==> src/design/cmbd_pkg.sv <==
`default_nettype none
package cmbd_pkg;

   localparam logic [1:0] CMD_WRITE  = 2'd0;
   localparam logic [1:0] CMD_DILATE = 2'd1;
   localparam logic [1:0] CMD_READ   = 2'd2;

   localparam logic KIND_READ = 1'b0;
   localparam logic KIND_DONE = 1'b1;

   localparam logic REG_IMAGE_SIDE = 1'b0;
   localparam logic REG_PASS_COUNT = 1'b1;

   localparam logic [7:0] SIDE_RESET = 8'd128;
   localparam logic [3:0] PASS_RESET = 4'd4;

   typedef struct packed {
      logic [1:0]  cmd;
      logic [6:0]  texel_x;
      logic [6:0]  texel_y;
      logic [15:0] red_in;
      logic [15:0] green_in;
      logic [15:0] blue_in;
      logic        covered_in;
   } req_type;

   typedef struct packed {
      logic        reply_kind;
      logic [15:0] red_out;
      logic [15:0] green_out;
      logic [15:0] blue_out;
      logic        covered_out;
   } rsp_type;

   typedef enum logic [3:0] {
      ST_IDLE,
      ST_READ_REPLY,
      ST_PASS_START,
      ST_CENTER_READ,
      ST_CENTER_CHECK,
      ST_NBR_READ,
      ST_NBR_ACC,
      ST_DIV_LOAD,
      ST_DIVIDE,
      ST_WRITE_BACK,
      ST_PASS_END,
      ST_DONE_REPLY
   } state_type;

   typedef struct packed {
      logic host_accept;
      logic load_pass;
      logic pass_end;
      logic texel_reset;
      logic texel_next;
      logic center_issue;
      logic write_copy_rd;
      logic write_copy_hold;
      logic acc_clear;
      logic nbr_issue;
      logic acc_en;
      logic div_load;
      logic div_step;
      logic write_mean;
      logic reply_read;
      logic reply_done;
   } ctl_type;

   typedef struct packed {
      logic req_in_range;
      logic passes_zero;
      logic side_zero;
      logic last_texel;
      logic center_covered;
      logic nbr_last;
      logic count_zero;
      logic div_done;
   } status_type;

endpackage
`default_nettype wire

==> src/design/cmbd_ctrl.sv <==
`default_nettype none
module cmbd_ctrl
   import cmbd_pkg::*;
(
   input  wire logic       clock,
   input  wire logic       reset,
   input  wire logic       start,
   input  wire logic [1:0] cmd,
   input  var  status_type status,
   output var  ctl_type    ctl,
   output logic            busy
);

   state_type state_ff, state_in;

   always_ff @(posedge clock) begin
      if (reset) begin
         state_ff <= ST_IDLE;
      end else begin
         state_ff <= state_in;
      end
   end

   // next state
   always_comb begin
      state_in = state_ff;
      unique case (state_ff)
         ST_IDLE: begin
            if (start) begin
               if (cmd == CMD_DILATE) begin
                  state_in = ST_PASS_START;
               end else if (cmd == CMD_READ && status.req_in_range) begin
                  state_in = ST_READ_REPLY;
               end
            end
         end
         ST_READ_REPLY: state_in = ST_IDLE;
         ST_PASS_START: begin
            if (status.passes_zero) begin
               state_in = ST_DONE_REPLY;
            end else if (status.side_zero) begin
               state_in = ST_PASS_END;
            end else begin
               state_in = ST_CENTER_READ;
            end
         end
         ST_CENTER_READ: state_in = ST_CENTER_CHECK;
         ST_CENTER_CHECK: begin
            if (status.center_covered) begin
               state_in = status.last_texel ? ST_PASS_END : ST_CENTER_READ;
            end else begin
               state_in = ST_NBR_READ;
            end
         end
         ST_NBR_READ: state_in = ST_NBR_ACC;
         ST_NBR_ACC: state_in = status.nbr_last ? ST_DIV_LOAD : ST_NBR_READ;
         ST_DIV_LOAD: begin
            if (status.count_zero) begin
               state_in = status.last_texel ? ST_PASS_END : ST_CENTER_READ;
            end else begin
               state_in = ST_DIVIDE;
            end
         end
         ST_DIVIDE: state_in = status.div_done ? ST_WRITE_BACK : ST_DIVIDE;
         ST_WRITE_BACK: state_in = status.last_texel ? ST_PASS_END : ST_CENTER_READ;
         ST_PASS_END: state_in = ST_PASS_START;
         ST_DONE_REPLY: state_in = ST_IDLE;
         default: state_in = ST_IDLE;
      endcase
   end

   // outputs
   always_comb begin
      ctl  = '0;
      busy = 1'b1;
      unique case (state_ff)
         ST_IDLE: begin
            // no request is taken while reset is held
            busy = reset;
            ctl.host_accept = start && !reset;
            ctl.load_pass   = start && !reset && (cmd == CMD_DILATE);
            ctl.texel_reset = 1'b1;
         end
         ST_READ_REPLY: ctl.reply_read = 1'b1;
         ST_PASS_START: ctl.texel_reset = 1'b1;
         ST_CENTER_READ: ctl.center_issue = 1'b1;
         ST_CENTER_CHECK: begin
            ctl.acc_clear = 1'b1;
            if (status.center_covered) begin
               ctl.write_copy_rd = 1'b1;
               ctl.texel_next    = 1'b1;
            end
         end
         ST_NBR_READ: ctl.nbr_issue = 1'b1;
         ST_NBR_ACC: ctl.acc_en = 1'b1;
         ST_DIV_LOAD: begin
            ctl.div_load = 1'b1;
            if (status.count_zero) begin
               ctl.write_copy_hold = 1'b1;
               ctl.texel_next      = 1'b1;
            end
         end
         ST_DIVIDE: ctl.div_step = !status.div_done;
         ST_WRITE_BACK: begin
            ctl.write_mean = 1'b1;
            ctl.texel_next = 1'b1;
         end
         ST_PASS_END: ctl.pass_end = 1'b1;
         ST_DONE_REPLY: ctl.reply_done = 1'b1;
         default: ctl = '0;
      endcase
   end

endmodule
`default_nettype wire

==> config.mk <==
export PLATFORM = sky130hd
export DESIGN_NAME = cmbd_ctrl
export DESIGN_NICKNAME = d
export VERILOG_FILES = /design/src/design/cmbd_pkg.sv /design/src/design/cmbd_ctrl.sv
export SDC_FILE = /design/constraint.sdc
export NUM_CORES = 1
export LEC_CHECK = 0
export ABC_AREA = 1
export ABC_CLOCK_PERIOD_IN_PS = 1100
export BUFFER_PORTS_ARGS = -buffer_cell sky130_fd_sc_hd__buf_4
export CAP_MARGIN = 25
export CELL_PAD_IN_SITES_DETAIL_PLACEMENT = 1
export CELL_PAD_IN_SITES_GLOBAL_PLACEMENT = 2
export CORE_ASPECT_RATIO = 1.75
export CORE_MARGIN = 5
export CORE_UTILIZATION = 17
export CTS_BUF_LIST = sky130_fd_sc_hd__clkbuf_16
export CTS_CLUSTER_SIZE = 24
export DETAILED_ROUTE_END_ITERATION = 8
export MAX_ROUTING_LAYER = met4
export PLACE_DENSITY_LB_ADDON = 0.1
export SLEW_MARGIN = 25
export SYNTH_ARGS = -nofsm -noshare
export SYNTH_HDL_FRONTEND = slang
export SYNTH_SLANG_ARGS = --single-unit
==> constraint.sdc <==
create_clock -name clock -period 1.1 [get_ports clock]
set_input_delay 0.055 -clock clock [delete_from_list [all_inputs] [get_ports clock]]
set_output_delay 0.055 -clock clock [all_outputs]
set_load 0.02 [all_outputs]
==> impl_table.tex <==
\begin{tabular}{lr}
\hline
Metric & Value \\
\hline
\multicolumn{2}{l}{\textbf{Run status}} \\
Result of the run & complete, but fails checks \\
Failing checks & negative hold slack, negative setup slack \\
\multicolumn{2}{l}{\textbf{Final layout}} \\
Area occupied by multi-input gates & approximately 540 µm² \\
Share of layout cells above drive strength 1 & around 73\% \\
Sequential cell area in the final layout & approximately 95 µm² \\
Register containing the most flip-flops in the final layout & state\_ff \\
Syn-to-layout area delta & 182\% \\
\# nets final & about 180 \\
Diodes inserted & 0 \\
Fillcell total & 389 \\
Final std cell area, no fill & between 0.0015 and 0.002 mm² \\
Flip-flop count of the largest register, all copies and words added & 4 \\
Largest registers in the final layout & state\_ff x4 \\
\multicolumn{2}{l}{\textbf{Synthesis}} \\
Synthesized area & 537 µm² \\
Largest family of logic cells by synthesized area & simple AND/OR/NAND/NOR gates \\
Cell count after synthesis & 95 \\
Simple-gate portion of the synthesized area & around 65\% \\
Number of warning messages in the yosys log & 0 \\
Fraction of the mapped netlist area in compound gates & about 5.4\% \\
Total of flip-flops plus latches after synthesis & 4 \\
Most numerous cell in the Yosys netlist & nand2\_1 \\
Post-synthesis mux area share & 0\% \\
Fraction of synthesized cell area in xor and xnor cells & 0\% \\
Async set or reset register ratio after synthesis & 0\% \\
Cell taking the most area after synthesis & dfxtp\_1 \\
Top cell type's share of synthesized area & 14.9\% \\
Number of different library cells in the post-synthesis netlist & 21 \\
Adder and majority gate portion of the synthesized area & 0\% \\
Portion of the post-synthesis area used by sequential elements & between 10\% and 20\% \\
Mapped Nets & about 110 \\
Post-synth EDFFs & 0 \\
Mean Syn Cell Area & around 5.7 µm² \\
Prevailing post-synth register cell & dfxtp\_1 \\
Most common library cells after synthesis & nand2\_1, nor2\_1, inv\_1, nand3\_1, inv\_2 \\
Cell types with the largest area share after synthesis & dfxtp\_1, nand2\_1, nor2\_1, nand3\_1, inv\_1 \\
\multicolumn{2}{l}{\textbf{Clock network}} \\
Clock slew at reported path FFs & about 0.030 ns \\
Clk Tree Root Cell & clkbuf\_16 \\
Clock network latency to the later pin of the worst-skew pair & around 0.23 ns \\
Sinks on the clock net & 4 \\
Number of H-tree levels & 1 \\
Clock tree from TritonCTS & done \\
Total CTS buffers & 3 \\
Worst-case clock buffer depth & 2 \\
\multicolumn{2}{l}{\textbf{Setup path}} \\
Required time of the critical path & roughly 1.0 ns \\
Crit path buffers/inverters & 2 \\
CP Data Arrival Time & around 1.3 ns \\
Kind of start point of the critical path & flip-flop \\
Cell at the slowest stage of the critical path & dfxtp\_4 \\
Critical Path Fanout Max & 4 \\
Kind of end point of the critical path & output port \\
Critical path class & flip-flop to output port \\
Largest delay share family, worst path & simple AND/OR/NAND/NOR gates \\
Cells along the critical path & nor2\_4 -> inv\_2 -> nor2\_4 -> nand2\_4 -> nor3\_4 -> buf\_6 \\
Cells on worst reg2reg path & 8 \\
Critical path's largest stage delay & 0.36 ns \\
Most prevalent standard cell on the critical path & nor2\_4 \\
Path length in cells of the critical path & 6 \\
\multicolumn{2}{l}{\textbf{Routing}} \\
Routed via count & between 800 and 900 \\
Sum of routed wire length over all layers & 2.71 mm \\
Antenna violation net count after detailed routing & 0 \\
Post-DR wirelength/cell & roughly 13 µm \\
Post-DR vias/cell & just over 4 \\
Post-detailed-route DRC marker count & 0 \\
1st-pass router iterations & 2 \\
Initial DRC Count & 6 \\
\multicolumn{2}{l}{\textbf{Power and ir drop}} \\
Power density over the cells & $\sim$830 mW/mm² \\
IR Drop Worst-Case VDD & between 600 and 700 µV \\
Static leakage power & 0.804 nW \\
\multicolumn{2}{l}{\textbf{Timing}} \\
Max-slew headroom at the worst pin & $\sim$87\% \\
Least-Margin Pin Slew & between 0.15 and 0.2 ns \\
Final critical-path share of the clock period & 122\% \\
Number of setup violations in the final report & 21 \\
Least setup slack across all paths after layout & -0.238 ns \\
Min Clock Period, post-route & 1.34 ns \\
RSZ-0062 raised after global routing & true \\
Number of max-slew violations in the final report & 0 \\
Setup Total Neg Slack & -3.07 ns \\
Maximum operating frequency & between 700 and 800 MHz \\
Post-Route Hold Slack & -0.00133 ns \\
Fin Clk Skew & 0.000381 ns \\
Count of endpoints failing hold in the final timing report & 1 \\
\multicolumn{2}{l}{\textbf{Die}} \\
Floorplan die width & between 50 and 60 µm \\
Area of the die & about 0.0044 mm² \\
Starting Density & around 17\% \\
Number of placement rows & 27 \\
I/O pins & 30 \\
Area of the core region & 0.00311 mm² \\
Die Y & about 84 µm \\
\multicolumn{2}{l}{\textbf{Min path}} \\
Hold/Removal Path Class & input pin to flip-flop \\
WHS Path Cells & 2 \\
\multicolumn{2}{l}{\textbf{Placed design}} \\
Hpwl dp & approximately 2.1 mm \\
Count of port buffers added during placement & 29 \\
Area after DPL & 0.00102 mm² \\
Final Wtd Congestion & 0.806 \\
\multicolumn{2}{l}{\textbf{GRT}} \\
First-pass GRT wire length & approximately 4.4 mm \\
GR Util All Layers & a little over an eighth \\
Largest net degree at the start of global routing & 6 \\
Number of global-route vias before repair & between 900 and 1000 \\
Leftover overflow at the end of global routing & 0 \\
Initial antenna violation count & 0 \\
\multicolumn{2}{l}{\textbf{Flow run}} \\
Max cap viols & 0 \\
\hline
\end{tabular}
cell families after synthesis:
logic type | Yosys count
flops | 4
buf+inv | 20
simple gates | 66
compound gates | 5
where the power goes:
| group | leakage (nW) | total [mW] | internal [mW] | switching, mW |
|---|---|---|---|---|
| combinational | 0.732 | 0.516 | 0.269 | 0.247 |
| sequential | 0.0355 | 0.165 | 0.150 | 0.0146 |
| clock | 0.0370 | 0.581 | 0.465 | 0.115 |
per-layer routing:
metal / GRT usage (%) / vias up / share of wire, %
li1: - / 436 / -
met1: 12.0 / 403 / 33
met2: 25.3 / 31 / 60
met3: 2.31 / 7 / 5.0
met4: 7.67 / 0 / 3.0
met5: - / - / 0
stage by stage:
stage          std cells  hold slack [ns]  power (mW)  utilization (%)  setup WS, ns
6_report             211         -0.00133        1.26             48.7        -0.238
5_1_grt              211          0.00589        1.32             48.7        -0.291
4_1_cts              205          0.00162        1.24             45.5        -0.236
3_5_place_dp         192            0.247       0.524             32.9        -0.167
3_3_place_gp         192            0.248       0.520             32.9        -0.152
2_1_floorplan         95            0.120       0.339                -        -0.124
layout by cell type (no fill, tap or decap), drive strengths merged:
| cell | count |
|---|---|
| dlygate4sd3 | 1 |
| nor3 | 2 |
| nor2 | 23 |
| dfxtp | 4 |
| nand3 | 11 |
| o21ai | 1 |
| inv | 19 |
| buf | 70 |
| or2 | 1 |
| clkbuf | 3 |
| nand4 | 1 |
| nand2 | 27 |
| a21oi | 4 |
| nand3b | 1 |
final timing paths:
kind	start	to	slack (ns)
setup / recovery	state_ff[1]$_SDFFE_PP0P_	ctl[14]	-0.24
hold / removal	reset	state_ff[2]$_SDFFE_PP0P_	-0.001
setup reg to reg	state_ff[0]$_SDFFE_PP0P_	state_ff[3]$_SDFFE_PP0P_	-0.16
hold reg to reg	state_ff[0]$_SDFFE_PP0P_	state_ff[0]$_SDFFE_PP0P_	0.80
area by class of cell:
type / instances / share of cell area [%]
Sequential cell: 4 / 6.29
Timing Repair Buffer: 71 / 43.8
Multi-Input combinational cell: 71 / 36.0
Clock buffer: 3 / 4.96
Inverter: 19 / 5.38
Tap cell: 43 / 3.56
what timing repair did:
item,CTS,global route
endpoints found under the hold margin,1,0
pin swaps,16,8
resized for setup,69,13
buffers inserted,9,6
hold buffers,1,0
cloned,0,0
endpoints found under the setup margin,21,21
(Power assumes the default switching activity.)
